File: config.mk
export PLATFORM = sky130hd
export DESIGN_NAME = bit_unpack_baseline_compare_core
export DESIGN_NICKNAME = d
export VERILOG_FILES = /design/src/hw/rtl/bup_pkg.sv /design/src/hw/rtl/bup_front.sv /design/src/hw/rtl/bup_unpack.sv /design/src/hw/rtl/bup_emit.sv /design/src/hw/rtl/bit_unpack_baseline_compare_core.sv
export SDC_FILE = /design/constraint.sdc
export NUM_CORES = 2
export LEC_CHECK = 0
export BUFFER_PORTS_ARGS = -buffer_cell sky130_fd_sc_hd__clkbuf_2
export CAP_MARGIN = 20
export CORE_UTILIZATION = 40
export CTS_CLUSTER_DIAMETER = 80
export CTS_CLUSTER_SIZE = 8
export DETAILED_ROUTE_END_ITERATION = 6
export PLACE_DENSITY_LB_ADDON = 0.3
export SLEW_MARGIN = 20
export SYNTH_ARGS = -nofsm -noshare
export SYNTH_HDL_FRONTEND = slang
export SYNTH_SLANG_ARGS = --single-unit
File: constraint.sdc
create_clock -name clk -period 9.7 [get_ports clk]
set_input_delay 0.97 -clock clk [delete_from_list [all_inputs] [get_ports clk]]
set_output_delay 0.97 -clock clk [all_outputs]
set_load 0.03 [all_outputs]
File: src/hw/rtl/bup_pkg.sv
// Shared constants and types for the bit unpack and baseline compare core.
package bup_pkg;

	// Packed stream word and output packing
	localparam int WORD_BITS      = 64;
	localparam int POS_BITS       = 6;
	localparam int RAW_BITS       = 32;
	localparam int INDEX_BITS     = 32;
	localparam int VALUE_BITS     = 64;
	localparam int OUT_TDATA_BITS = 104;

	// Defaults for the top-level parameters
	localparam int DEF_MAX_WIDTH  = 32;
	localparam int DEF_COUNT_BITS = 32;

	// Word queue between front and back
	localparam int Q_DEPTH     = 2;
	localparam int Q_PTR_BITS  = 1;
	localparam int Q_CNT_BITS  = 2;

	// Configuration port
	localparam int CFG_IDX_BITS  = 3;
	localparam int CFG_DATA_BITS = 64;

	localparam logic [CFG_IDX_BITS-1:0] REG_BIT_WIDTH     = 3'd0;
	localparam logic [CFG_IDX_BITS-1:0] REG_SKIP_BITS     = 3'd1;
	localparam logic [CFG_IDX_BITS-1:0] REG_ELEMENT_COUNT = 3'd2;
	localparam logic [CFG_IDX_BITS-1:0] REG_BASELINE      = 3'd3;
	localparam logic [CFG_IDX_BITS-1:0] REG_WIDE_OUTPUT   = 3'd4;
	localparam logic [CFG_IDX_BITS-1:0] REG_COMPARE_VALUE = 3'd5;

	// One unpacked element on its way to the output stage
	typedef struct packed {
		logic [RAW_BITS-1:0]   raw;
		logic [INDEX_BITS-1:0] index;
		logic                  last;
	} elem_t;

	// Queue status seen by the back part
	typedef struct packed {
		logic head_valid;
		logic full;
	} q_st_t;

endpackage

File: src/hw/rtl/bup_front.sv
// Front part: accepts words, drops them while the run count is zero, queues the rest.
module bup_front
	import bup_pkg::*;
(
	input  logic                 clk,
	input  logic                 arst_n,
	input  logic                 s_tvalid,
	output logic                 s_tready,
	input  logic [WORD_BITS-1:0] s_tdata,    // [63:0] packed_word
	input  logic                 cnt_zero,
	input  logic                 pop,
	output q_st_t                q_st,
	output logic [WORD_BITS-1:0] head_word
);

	logic [WORD_BITS-1:0]  mem_q [Q_DEPTH];
	logic [Q_PTR_BITS-1:0] wr_ptr_q;
	logic [Q_PTR_BITS-1:0] rd_ptr_q;
	logic [Q_CNT_BITS-1:0] cnt_q;
	logic                  push;

	// Classify the beat: keep it only while a run is configured
	assign s_tready = (cnt_q != Q_CNT_BITS'(Q_DEPTH));
	assign push     = s_tvalid && s_tready && !cnt_zero;

	assign q_st.head_valid = (cnt_q != '0);
	assign q_st.full       = !s_tready;
	assign head_word       = mem_q[rd_ptr_q];

	// Advance pointers and fill count
	always_ff @(posedge clk or negedge arst_n) begin
		if (!arst_n) begin
			wr_ptr_q <= '0;
			rd_ptr_q <= '0;
			cnt_q    <= '0;
		end else begin
			if (push) begin
				wr_ptr_q <= wr_ptr_q + 1'b1;
			end
			if (pop) begin
				rd_ptr_q <= rd_ptr_q + 1'b1;
			end
			if (push && !pop) begin
				cnt_q <= cnt_q + 1'b1;
			end else if (!push && pop) begin
				cnt_q <= cnt_q - 1'b1;
			end
		end
	end

	// Store the word
	always_ff @(posedge clk) begin
		if (push) begin
			mem_q[wr_ptr_q] <= s_tdata;
		end
	end

endmodule

File: src/hw/rtl/bup_unpack.sv
// Back part: cuts one element per cycle from the word unless stalled, carries tail bits.
module bup_unpack
	import bup_pkg::*;
#(
	parameter int MAX_WIDTH  = DEF_MAX_WIDTH,
	parameter int COUNT_BITS = DEF_COUNT_BITS,
	localparam int WB = $clog2(MAX_WIDTH + 1),
	localparam int CB = $clog2(MAX_WIDTH)
) (
	input  logic                  clk,
	input  logic                  arst_n,
	input  logic [WB-1:0]         width,
	input  logic [POS_BITS-1:0]   skip,
	input  logic [COUNT_BITS-1:0] cnt,
	input  logic                  rearm,
	input  q_st_t                 q_st,
	input  logic [WORD_BITS-1:0]  head_word,
	output logic                  pop,
	input  logic                  take,
	output logic                  vld_s1,
	output elem_t                 el_s1
);

	logic [WORD_BITS-1:0]  word_q;
	logic                  busy_q;
	logic [POS_BITS-1:0]   pos_q;
	logic [MAX_WIDTH-1:0]  carry_q;
	logic [CB-1:0]         ccnt_q;
	logic [COUNT_BITS-1:0] emitted_q;
	logic                  first_q;

	logic [WORD_BITS-1:0]  word_n;
	logic                  busy_n;
	logic [POS_BITS-1:0]   pos_n;
	logic [MAX_WIDTH-1:0]  carry_n;
	logic [CB-1:0]         ccnt_n;
	logic [COUNT_BITS-1:0] emitted_n;
	logic                  first_n;

	logic                  s1_free;
	logic                  step;
	logic [WORD_BITS-1:0]  shifted;
	logic [WORD_BITS-1:0]  rest;
	logic [WB-1:0]         need;
	logic [MAX_WIDTH-1:0]  mask;
	logic [MAX_WIDTH-1:0]  raw;
	logic [POS_BITS:0]     pos_nx;
	logic [POS_BITS:0]     left;
	logic [POS_BITS:0]     head_left;
	logic                  last;
	logic                  finish;

	// Extract the next element
	assign s1_free   = !vld_s1 || take;
	assign step      = busy_q && s1_free;
	assign shifted   = word_q >> pos_q;
	assign need      = width - WB'(ccnt_q);
	assign mask      = {MAX_WIDTH{1'b1}} >> (WB'(MAX_WIDTH) - width);
	assign raw       = (carry_q | (shifted[MAX_WIDTH-1:0] << ccnt_q)) & mask;
	assign pos_nx    = {1'b0, pos_q} + (POS_BITS+1)'(need);
	assign left      = (POS_BITS+1)'(WORD_BITS) - pos_nx;
	assign rest      = word_q >> pos_nx;
	assign last      = ({1'b0, emitted_q} + 1'b1) >= {1'b0, cnt};
	assign finish    = last || (left < (POS_BITS+1)'(width));
	assign head_left = (POS_BITS+1)'(WORD_BITS) - {1'b0, skip};

	// Next state: step the current word, then load the next one; a rearm stops the run
	always_comb begin
		word_n    = word_q;
		busy_n    = busy_q;
		pos_n     = pos_q;
		carry_n   = carry_q;
		ccnt_n    = ccnt_q;
		emitted_n = emitted_q;
		first_n   = first_q;
		pop       = 1'b0;

		if (step) begin
			emitted_n = emitted_q + 1'b1;
			carry_n   = '0;
			ccnt_n    = '0;
			if (last) begin
				// Run complete: drop the rest of the word and rearm
				emitted_n = '0;
				first_n   = 1'b1;
				busy_n    = 1'b0;
			end else if (finish) begin
				// Hold the tail bits for the next word
				carry_n = MAX_WIDTH'(rest);
				ccnt_n  = CB'(left);
				busy_n  = 1'b0;
			end else begin
				pos_n = pos_nx[POS_BITS-1:0];
			end
		end

		if (!busy_n && q_st.head_valid) begin
			pop    = 1'b1;
			busy_n = 1'b1;
			word_n = head_word;
			if (first_n) begin
				pos_n   = skip;
				carry_n = '0;
				ccnt_n  = '0;
				first_n = 1'b0;
				// No element fits after the skip: carry the whole tail
				if (head_left < (POS_BITS+1)'(width)) begin
					busy_n  = 1'b0;
					carry_n = MAX_WIDTH'(head_word >> skip);
					ccnt_n  = CB'(head_left);
				end
			end else begin
				pos_n = '0;
			end
		end

		if (rearm) begin
			pop       = 1'b0;
			busy_n    = 1'b0;
			carry_n   = '0;
			ccnt_n    = '0;
			emitted_n = '0;
			first_n   = 1'b1;
		end
	end

	// Control state and stage valid
	always_ff @(posedge clk or negedge arst_n) begin
		if (!arst_n) begin
			busy_q    <= 1'b0;
			pos_q     <= '0;
			carry_q   <= '0;
			ccnt_q    <= '0;
			emitted_q <= '0;
			first_q   <= 1'b1;
			vld_s1    <= 1'b0;
		end else begin
			busy_q    <= busy_n;
			pos_q     <= pos_n;
			carry_q   <= carry_n;
			ccnt_q    <= ccnt_n;
			emitted_q <= emitted_n;
			first_q   <= first_n;
			if (s1_free) begin
				vld_s1 <= step;
			end
		end
	end

	// Word and element payload
	always_ff @(posedge clk) begin
		word_q <= word_n;
		if (step) begin
			el_s1.raw   <= RAW_BITS'(raw);
			el_s1.index <= INDEX_BITS'(emitted_q);
			el_s1.last  <= last;
		end
	end

endmodule

File: src/hw/rtl/bup_emit.sv
// Output stage: adds the baseline, compares the raw element and holds the result beat.
module bup_emit
	import bup_pkg::*;
(
	input  logic                      clk,
	input  logic                      arst_n,
	input  logic                      vld_s1,
	input  elem_t                     el_s1,
	output logic                      take,
	input  logic [VALUE_BITS-1:0]     baseline,
	input  logic                      wide,
	input  logic [RAW_BITS-1:0]       compare,
	output logic                      m_tvalid,
	input  logic                      m_tready,
	output logic [OUT_TDATA_BITS-1:0] m_tdata,    // [63:0] element_value, [95:64] element_index,
	                                               // [96] equal_flag, [103:97] zero
	output logic                      m_tlast      // last_flag
);

	logic [VALUE_BITS-1:0] sum;
	logic [VALUE_BITS-1:0] value;
	logic                  equal;

	// Add baseline and wrap per width mode
	assign sum   = VALUE_BITS'(el_s1.raw) + baseline;
	assign value = wide ? sum : {32'b0, sum[31:0]};
	assign equal = (el_s1.raw == compare);
	assign take  = !m_tvalid || m_tready;

	always_ff @(posedge clk or negedge arst_n) begin
		if (!arst_n) begin
			m_tvalid <= 1'b0;
		end else if (take) begin
			m_tvalid <= vld_s1;
		end
	end

	// Load the result beat
	always_ff @(posedge clk) begin
		if (take && vld_s1) begin
			m_tdata <= {(OUT_TDATA_BITS-VALUE_BITS-INDEX_BITS-1)'(0), equal, el_s1.index, value};
			m_tlast <= el_s1.last;
		end
	end

endmodule

File: src/hw/rtl/bit_unpack_baseline_compare_core.sv
// Top level of the bit unpack and baseline compare core.
//
//   channel  direction  handshake          payload
//   s_       in         s_tvalid/s_tready  s_tdata[63:0] packed_word
//   m_       out        m_tvalid/m_tready  m_tdata element_value/index/equal, m_tlast
//   cfg_     in         cfg_we             cfg_index, cfg_data
//
// One element leaves per cycle while the output takes beats and a word is ready; the
// single extract step in bup_unpack sets that rate. A word passes through the queue,
// the word register in bup_unpack, the element stage and the output register.
// A two-word queue lets words arrive while results stall. Reset clears the control state,
// not the stored words and payloads, and sets the width to one; a width write rearms the run.
module bit_unpack_baseline_compare_core
	import bup_pkg::*;
#(
	parameter int MAX_WIDTH  = DEF_MAX_WIDTH,
	parameter int COUNT_BITS = DEF_COUNT_BITS
) (
	input  logic                      clk,
	input  logic                      arst_n,
	input  logic                      s_tvalid,
	output logic                      s_tready,
	input  logic [WORD_BITS-1:0]      s_tdata,    // [63:0] packed_word
	output logic                      m_tvalid,
	input  logic                      m_tready,
	output logic [OUT_TDATA_BITS-1:0] m_tdata,    // [63:0] element_value, [95:64] element_index,
	                                               // [96] equal_flag, [103:97] zero
	output logic                      m_tlast,    // last_flag
	input  logic                      cfg_we,
	input  logic [CFG_IDX_BITS-1:0]   cfg_index,
	input  logic [CFG_DATA_BITS-1:0]  cfg_data
);

	localparam int WB = $clog2(MAX_WIDTH + 1);

	logic [5:0]            bit_width_q;
	logic [POS_BITS-1:0]   skip_q;
	logic [31:0]           count_q;
	logic [VALUE_BITS-1:0] baseline_q;
	logic                  wide_q;
	logic [31:0]           compare_q;

	logic [WB-1:0]         width;
	logic [COUNT_BITS-1:0] cnt;
	logic                  cnt_zero;
	logic                  rearm;
	q_st_t                 q_st;
	logic [WORD_BITS-1:0]  head_word;
	logic                  pop;
	logic                  take;
	logic                  vld_s1;
	elem_t                 el_s1;

	// Configuration registers
	always_ff @(posedge clk or negedge arst_n) begin
		if (!arst_n) begin
			bit_width_q <= 6'd1;
			skip_q      <= '0;
			count_q     <= '0;
			baseline_q  <= '0;
			wide_q      <= 1'b0;
			compare_q   <= '0;
		end else if (cfg_we) begin
			case (cfg_index)
				REG_BIT_WIDTH:     bit_width_q <= cfg_data[5:0];
				REG_SKIP_BITS:     skip_q      <= cfg_data[POS_BITS-1:0];
				REG_ELEMENT_COUNT: count_q     <= cfg_data[31:0];
				REG_BASELINE:      baseline_q  <= cfg_data;
				REG_WIDE_OUTPUT:   wide_q      <= cfg_data[0];
				REG_COMPARE_VALUE: compare_q   <= cfg_data[31:0];
				default: ;
			endcase
		end
	end

	// Clamp width and mask count
	always_comb begin
		if (bit_width_q == 6'd0) begin
			width = WB'(1);
		end else if (bit_width_q > 6'(MAX_WIDTH)) begin
			width = WB'(MAX_WIDTH);
		end else begin
			width = WB'(bit_width_q);
		end
	end

	assign cnt      = COUNT_BITS'(count_q);
	assign cnt_zero = (cnt == '0);
	assign rearm    = cfg_we && (cfg_index == REG_BIT_WIDTH);

	bup_front u_front (
		.clk       (clk),
		.arst_n    (arst_n),
		.s_tvalid  (s_tvalid),
		.s_tready  (s_tready),
		.s_tdata   (s_tdata),
		.cnt_zero  (cnt_zero),
		.pop       (pop),
		.q_st      (q_st),
		.head_word (head_word)
	);

	bup_unpack #(
		.MAX_WIDTH  (MAX_WIDTH),
		.COUNT_BITS (COUNT_BITS)
	) u_unpack (
		.clk       (clk),
		.arst_n    (arst_n),
		.width     (width),
		.skip      (skip_q),
		.cnt       (cnt),
		.rearm     (rearm),
		.q_st      (q_st),
		.head_word (head_word),
		.pop       (pop),
		.take      (take),
		.vld_s1    (vld_s1),
		.el_s1     (el_s1)
	);

	bup_emit u_emit (
		.clk      (clk),
		.arst_n   (arst_n),
		.vld_s1   (vld_s1),
		.el_s1    (el_s1),
		.take     (take),
		.baseline (baseline_q),
		.wide     (wide_q),
		.compare  (compare_q),
		.m_tvalid (m_tvalid),
		.m_tready (m_tready),
		.m_tdata  (m_tdata),
		.m_tlast  (m_tlast)
	);

`ifndef SYNTHESIS
	// The back part only takes a word that the queue holds
	a_pop_has_word: assert property (@(posedge clk) disable iff (!arst_n)
		pop |-> q_st.head_valid)
		else $error("word taken from empty queue");

	// No word is queued while no run is configured
	a_zero_count_empty: assert property (@(posedge clk) disable iff (!arst_n)
		cnt_zero |-> !q_st.head_valid)
		else $error("word queued with zero element count");

	// A pending element stays until the output stage takes it
	a_elem_held: assert property (@(posedge clk) disable iff (!arst_n || rearm)
		vld_s1 && !take |=> vld_s1 && $stable(el_s1))
		else $error("pending element lost");
`endif

endmodule

* Yosys cells after proc, flatten, opt, wreduce, memory -nomap -nowiden *
Memory sizes are Yosys's and may differ from the RTL's.
Index checks and enable logic that the tools add are counted.

storage, ports and cells
  register bits = 451
  RAM bits = 128
  input port bits = 136
  output and inout port bits = 107
  logic and storage cells = 129
  memories kept = 1

memory list
  name           words  bits a word  read ports  clocked after memory_dff  wr ports  line             source
  u_front.mem_q  2      64           1           0                         1         bup_front.sv:16  logic [WORD_BITS-1:0] mem_q [Q_DEPTH];

operators by class
  add/sub/neg operators = 12
  $lt $le $gt $ge = 4
  eq/ne operators = 9
  shift-type cells = 5
  mux-type cells = 41
  bitwise logic cells = 2
  reductions and logical operators = 31

operators by type and width
  operator                                             number
  2-to-1 mux 32 bit                                    10
  right shift 64 x 6 -> 32 bit                         2
  adder 32 x 64 -> 64 bit                              1
  right shift 64 x 7 -> 32 bit                         1
  2-to-1 mux 6 bit                                     7
  2-to-1 mux 5 bit                                     7
  adder 32 x 1 -> 33 bit (second input constant)       1
  >= comparator 33 x 32 -> 1 bit                       1
  adder 32 x 1 -> 32 bit (second input constant)       1
  bitwise AND 32 bit                                   1
  == test 32 bit                                       1
  zero test 32 bit                                     1
  OR 32 bit                                            1
  left shift 32 x 5 -> 32 bit                          1
  right shift 32 x 6 -> 32 bit (first input constant)  1
  2-to-1 mux 1 bit                                     15
  less-than comparator 7 x 6 -> 1 bit                  2
  AND reduction 2 bit                                  6
  logical AND 1 bit                                    8
  nonzero test 2 bit                                   4
  adder 6 x 6 -> 7 bit                                 1
  subtractor 7 x 6 -> 7 bit (first input constant)     1
  subtractor 7 bit (first input constant)              1
  == test 3 x 2 -> 1 bit (second input constant)       2
  15 further kinds                                     27

* Depth between registers and ports, before layout *
  depth after elaboration = 18
  gate-level depth with buffers = 31
  mapped depth without buffers = 29

* By module *
A second synthesis with hierarchy kept.

second synthesis, totals
  cell total of the unflattened synthesis = 3,659
  area, all modules = 40,269.9 um^2

modules (own cells, without submodules)
  module                            times used  cells each  area each (um^2)  sequential area each (um^2)
  bup_unpack                        1           2,571       23,410.0          5,826.8
  bup_emit                          1           547         6,002.0           2,967.8
  bit_unpack_baseline_compare_core  1           323         5,824.3           3,529.6
  bup_front                         1           218         5,033.6           3,943.8

* Worst setup path after synthesis *
No wires, ideal clock.

  path type = reg2reg
  start = reg u_unpack.ccnt_q[1]
  end = reg u_front.cnt_q[1]
  setup time = 0.079 ns
  arrival time = 7.528 ns
  slack = 2.093 ns
  stages on the path, launching flop included = 31
  path buffers = 5
  period minus slack after synthesis = 7.607 ns
  cell sequence = dfrtp_1 clkbuf_1 clkinv_1 buf_2 buf_1 ha_1 a21o_1 a21o_1 a21o_1 a21oi_1 xnor2_1 ha_1 and3b_1 a31oi_1 o21ai_1 nor3_1 clkbuf_1 clkbuf_1 xnor2_1 ha_1 a21oi_1 o21ai_0 a21o_1 nand2_1 a31oi_1 inv_1 nand2_1 ha_1 xor2_1 nor2_1 xor2_1

between the ends
  longest elaborated chain between the ends = 15

RTL lines
  item                                                           line               source
  start, declared                                                bup_unpack.sv:28   logic [CB-1:0] ccnt_q;
  start signal, assigned                                         bup_unpack.sv:141  ccnt_q <= ccnt_n;
  subtractor 6 x 5 -> 6 bit *                                    bup_unpack.sv:57   assign need = width - WB'(ccnt_q);
  adder 6 x 6 -> 7 bit *                                         bup_unpack.sv:60   assign pos_nx = {1'b0, pos_q} + (POS_BITS+1)'(need);
  subtractor 7 bit *                                             bup_unpack.sv:61   assign left = (POS_BITS+1)'(WORD_BITS) - pos_nx;
  less-than comparator 7 x 6 -> 1 bit *                          bup_unpack.sv:64   assign finish = last || (left < (POS_BITS+1)'(width));
  logical OR 1 bit *                                             bup_unpack.sv:64
  2-to-1 mux 1 bit *                                             bup_unpack.sv:87   end else if (finish) begin
  2-to-1 mux 1 bit *                                             bup_unpack.sv:82   if (last) begin
  2-to-1 mux 1 bit *                                             bup_unpack.sv:78   if (step) begin
  zero test 1 bit *                                              bup_unpack.sv:97   if (!busy_n && q_st.head_valid) begin
  logical AND 1 bit *                                            bup_unpack.sv:97
  2-to-1 mux 1 bit *                                             bup_unpack.sv:97
  2-to-1 mux 1 bit *                                             bup_unpack.sv:117  if (rearm) begin
  zero test 1 bit                                                bup_front.sv:43    if (push && !pop) begin
  logical AND 1 bit                                              bup_front.sv:43
  2-to-1 mux 2 bit / nonzero test 2 bit (equally long branches)  n/a
  end signal, assigned                                           bup_front.sv:44    cnt_q <= cnt_q + 1'b1;
  end signal, assigned                                           bup_front.sv:46    cnt_q <= cnt_q - 1'b1;
  end, declared                                                  bup_front.sv:19    logic [Q_CNT_BITS-1:0] cnt_q;

Every way passes the cells marked *; elsewhere a longest branch is shown, timed or not.
A chain may end at the register's enable or synchronous reset.

* Worst setup path in the final report *
  start = reg bit_width_q[1]
  end = reg u_unpack.pos_q[1]

between the ends
  longest elaborated chain between the ends = 15

RTL lines
  item                                                                          line                                    source
  start, declared                                                               bit_unpack_baseline_compare_core.sv:36  logic [5:0] bit_width_q;
  start signal, assigned                                                        bit_unpack_baseline_compare_core.sv:65  REG_BIT_WIDTH: bit_width_q <= cfg_data[5:0];
  greater-than comparator 6 bit                                                 bit_unpack_baseline_compare_core.sv:80  end else if (bit_width_q > 6'(MAX_WIDTH)) begin
  2-to-1 mux 6 bit                                                              bit_unpack_baseline_compare_core.sv:80
  2-to-1 mux 6 bit *                                                            bit_unpack_baseline_compare_core.sv:78  if (bit_width_q == 6'd0) begin
  subtractor 6 x 5 -> 6 bit                                                     bup_unpack.sv:57
  adder 6 x 6 -> 7 bit                                                          bup_unpack.sv:60
  subtractor 7 bit                                                              bup_unpack.sv:61
  less-than comparator 7 x 6 -> 1 bit                                           bup_unpack.sv:64
  logical OR 1 bit                                                              bup_unpack.sv:64
  2-to-1 mux 1 bit                                                              bup_unpack.sv:87
  2-to-1 mux 1 bit                                                              bup_unpack.sv:82
  2-to-1 mux 1 bit                                                              bup_unpack.sv:78
  zero test 1 bit                                                               bup_unpack.sv:97
  logical AND 1 bit                                                             bup_unpack.sv:97
  inequality test 2 bit (no line) / nonzero test 2 bit (equally long branches)  n/a
  AND reduction 3 bit (no line)                                                 n/a
  end signal, assigned                                                          bup_unpack.sv:139                       pos_q <= pos_n;
  end, declared                                                                 bup_unpack.sv:26                        logic [POS_BITS-1:0] pos_q;

Every way passes the cells marked *; elsewhere a longest branch is shown, timed or not. The select of a mux whose other input is x is not followed.

==> flow_metrics.tcl <==
set metrics [dict create \
    status "finished clean" \
    period_share 0.721 \
    cpPeakStageDelay_ns 0.58 \
    insertion_delay_ns 0.67 \
    rows 115 \
    port_buffers 235 \
    r2r_slack_ns 2.70 \
    max_freq_mhz 143 \
    ctsHoldBuffers 0 \
    ys_seq_area_frac 0.408 \
    final_cell_mix "nand2_1, edfxtp_1, nor2_1" \
    cts_buffer_depth 3 \
    tightest_slew_ns 1.05 \
    antenna_left 0 \
    rsz0062_at_grt "false" \
    syn_to_final_growth_pct 11.8 \
    ys_async_sr_fraction 0.387 \
    hold_violations 0 \
    cts_inserted_buffers 84 \
    cts_setup_buffers 0 \
    cts_resized 0 \
    post-synth-top-area-fraction 0.267 \
    core_area_um2 98600 \
    drc_errors 0 \
    die_height_um 318 \
    top_level_ports 243 \
    synth-seq-cells 579 \
    clock_sinks 579 \
    startpoint "bit_width_q[1]" \
    fin_tns_setup_ns 0 \
    max_cap_viol_count 0 \
    fin_crit_ns 7.00 \
    path_delay_family "compound AO/OA/AOI/OAI gates" \
    yosysWarningCount 0 \
    yosys.area_share.simple 0.126 \
    clockRootBuffer "clkbuf_16" \
    grt_pass1_vias 31400 \
    start_util 0.405 \
    setup_viol 0 \
    nNetsFinal 4150 \
    via_per_inst 6.22 \
    synth_top_family_by_area "multiplexers" \
    postSynthCellCount 3829 \
    clk_pin_slew_worst_paths_ns 0.06 \
    grt_pass1_wl_um 207000 \
    cts_tree "yes" \
    drv_slew 0 \
    min_path_type "input pin to async pin" \
    crit_buf_inv 5 \
    arrival_ns 7.54 \
    drive_above_1_share 0.212 \
    synth_ff_type "edfxtp_1" \
    slowest_stage "buf_4" \
    die_w_um 318 \
    ys_types 97 \
    wl_um 140000 \
    skew_ns 0.0484 \
    firstDrtPassIters 6 \
    synth_area_um2 39900 \
    cp-end-kind "flop" \
    grt_usage 0.271 \
    hpwlAfterDp_um 104000 \
    worstPathRequired_ns 10.24 \
    wl_per_cell_um 26.6 \
    synthAdderAreaFrac 0.0310 \
    layout_commonest_cell "nand2_1" \
    vias 32800 \
    synth_compound_area_frac 0.147 \
    reg2reg_to "u_unpack.pos_q[1]" \
    criticalPathCategory "flop to flop" \
    cp.depth 25 \
    synth_xor_area_frac 0.0290 \
    crit_path_start_kind "flop" \
    reg2reg_depth 25 \
    crit_fanout 57 \
    grt_max_degree 98 \
    die-area_um2 101000 \
    synth_top_area_cell "edfxtp_1" \
    rr_startpoint "bit_width_q[1]" \
    synth-edff-count 355 \
    synth_area_per_cell_um2 10.4 \
    netlist_top_cells_area "edfxtp_1, dfrtp_1, mux4_2, mux2i_1, mux2_2" \
    gp_congestion 1.01 \
    cp-endpoint "u_unpack.pos_q[1]" \
    drt_iter0_drc 3619 \
    synthMuxAreaShare 0.217 \
    overflow 0 \
    slew_headroom 0.298 \
    num-fill-cells 9229 \
    htreeDepth 3 \
    antenna_found_initial 3 \
]
-- registers in the layout (all words and copies together) (netlist names), 64 cells and up --
name             flops
u_front.mem_q      128
u_unpack.el_s1      65
baseline_q          64
u_unpack.word_q     64
u_emit.m_tdata      97
-- routing by layer --
metal | routed length [um] | part of all wire | up-vias | GRT usage
met5 | 26 | 0.00019 | - | 0
met3 | 10100 | 0.072 | 347 | 0.0458
met4 | 6970 | 0.050 | 4 | 0.124
met1 | 58000 | 0.41 | 16200 | 0.356
met2 | 65100 | 0.46 | 1528 | 0.438
li1 | - | - | 14700 | -
-- area by class of cell --
cell class                 count  area [um2]  area share
tap                         1287        1610      0.0361
clock buffer                 135        2320      0.0521
antenna                        1        2.50   0.0000561
clock inverter                 9         164     0.00368
sequential                   579       16300       0.365
inverter                      97         364     0.00817
multi-input combinational   2855       22100       0.497
timing repair buffer         300        1690      0.0380
-- cells in the mapped netlist, drive strengths merged, types with 25 or more instances --
master	count
or3	30
dfrtp	222
nand3	114
xor2	58
nand2	375
nor2b	31
nor2	330
nand4	25
nor4	28
a22oi	53
a21oi	182
a22o	59
nor3	60
nand2b	26
and2	25
o211ai	36
o21ai	195
mux2i	255
edfxtp	355
clkbuf	212
buf	92
a211oi	39
mux4	155
mux2	232
inv	92
xnor2	74
ha	94
a21o	34
o22ai	46
-- how the worst min path moves through the flow --
stage / slack [ns] / to / cells after the start
floorplan: 0.40 / u_emit.m_tdata[64] / 0
global placement: 0.40 / u_emit.m_tdata[94] / 0
detailed placement: 0.40 / u_emit.m_tdata[84] / 0
CTS: 0.34 / baseline_q[34] / 1
global route: 0.35 / baseline_q[34] / 1
finish: 0.30 / baseline_q[58] / 1
-- cell families after synthesis --
kind of cell / after synthesis
DFF: 579
and+or+nand+nor: 1110
other: 1
buffers and inverters: 401
xor gates and xnor gates: 132
adders and majority gates: 97
muxes: 642
AOI/OAI and AO/OA: 867
-- per-stage QoR --
step / utilization / std cells / setup slack (ns) / area, um2 / hold slack [ns]
5_1_grt: 0.452 / 5263 / 2.09 / 44600 / 0.350
4_1_cts: 0.452 / 5262 / 2.68 / 44600 / 0.343
2_1_floorplan: - / 3835 / 2.09 / 39900 / 0.400
6_report: 0.452 / 5263 / 2.70 / 44600 / 0.303
3_3_place_gp: 0.427 / 5117 / 2.90 / 42000 / 0.402
3_5_place_dp: 0.427 / 5118 / 2.73 / 42100 / 0.405
Power is not shown: default switching activity piles up to over one toggle a cycle in this logic, so the estimate is an artifact.
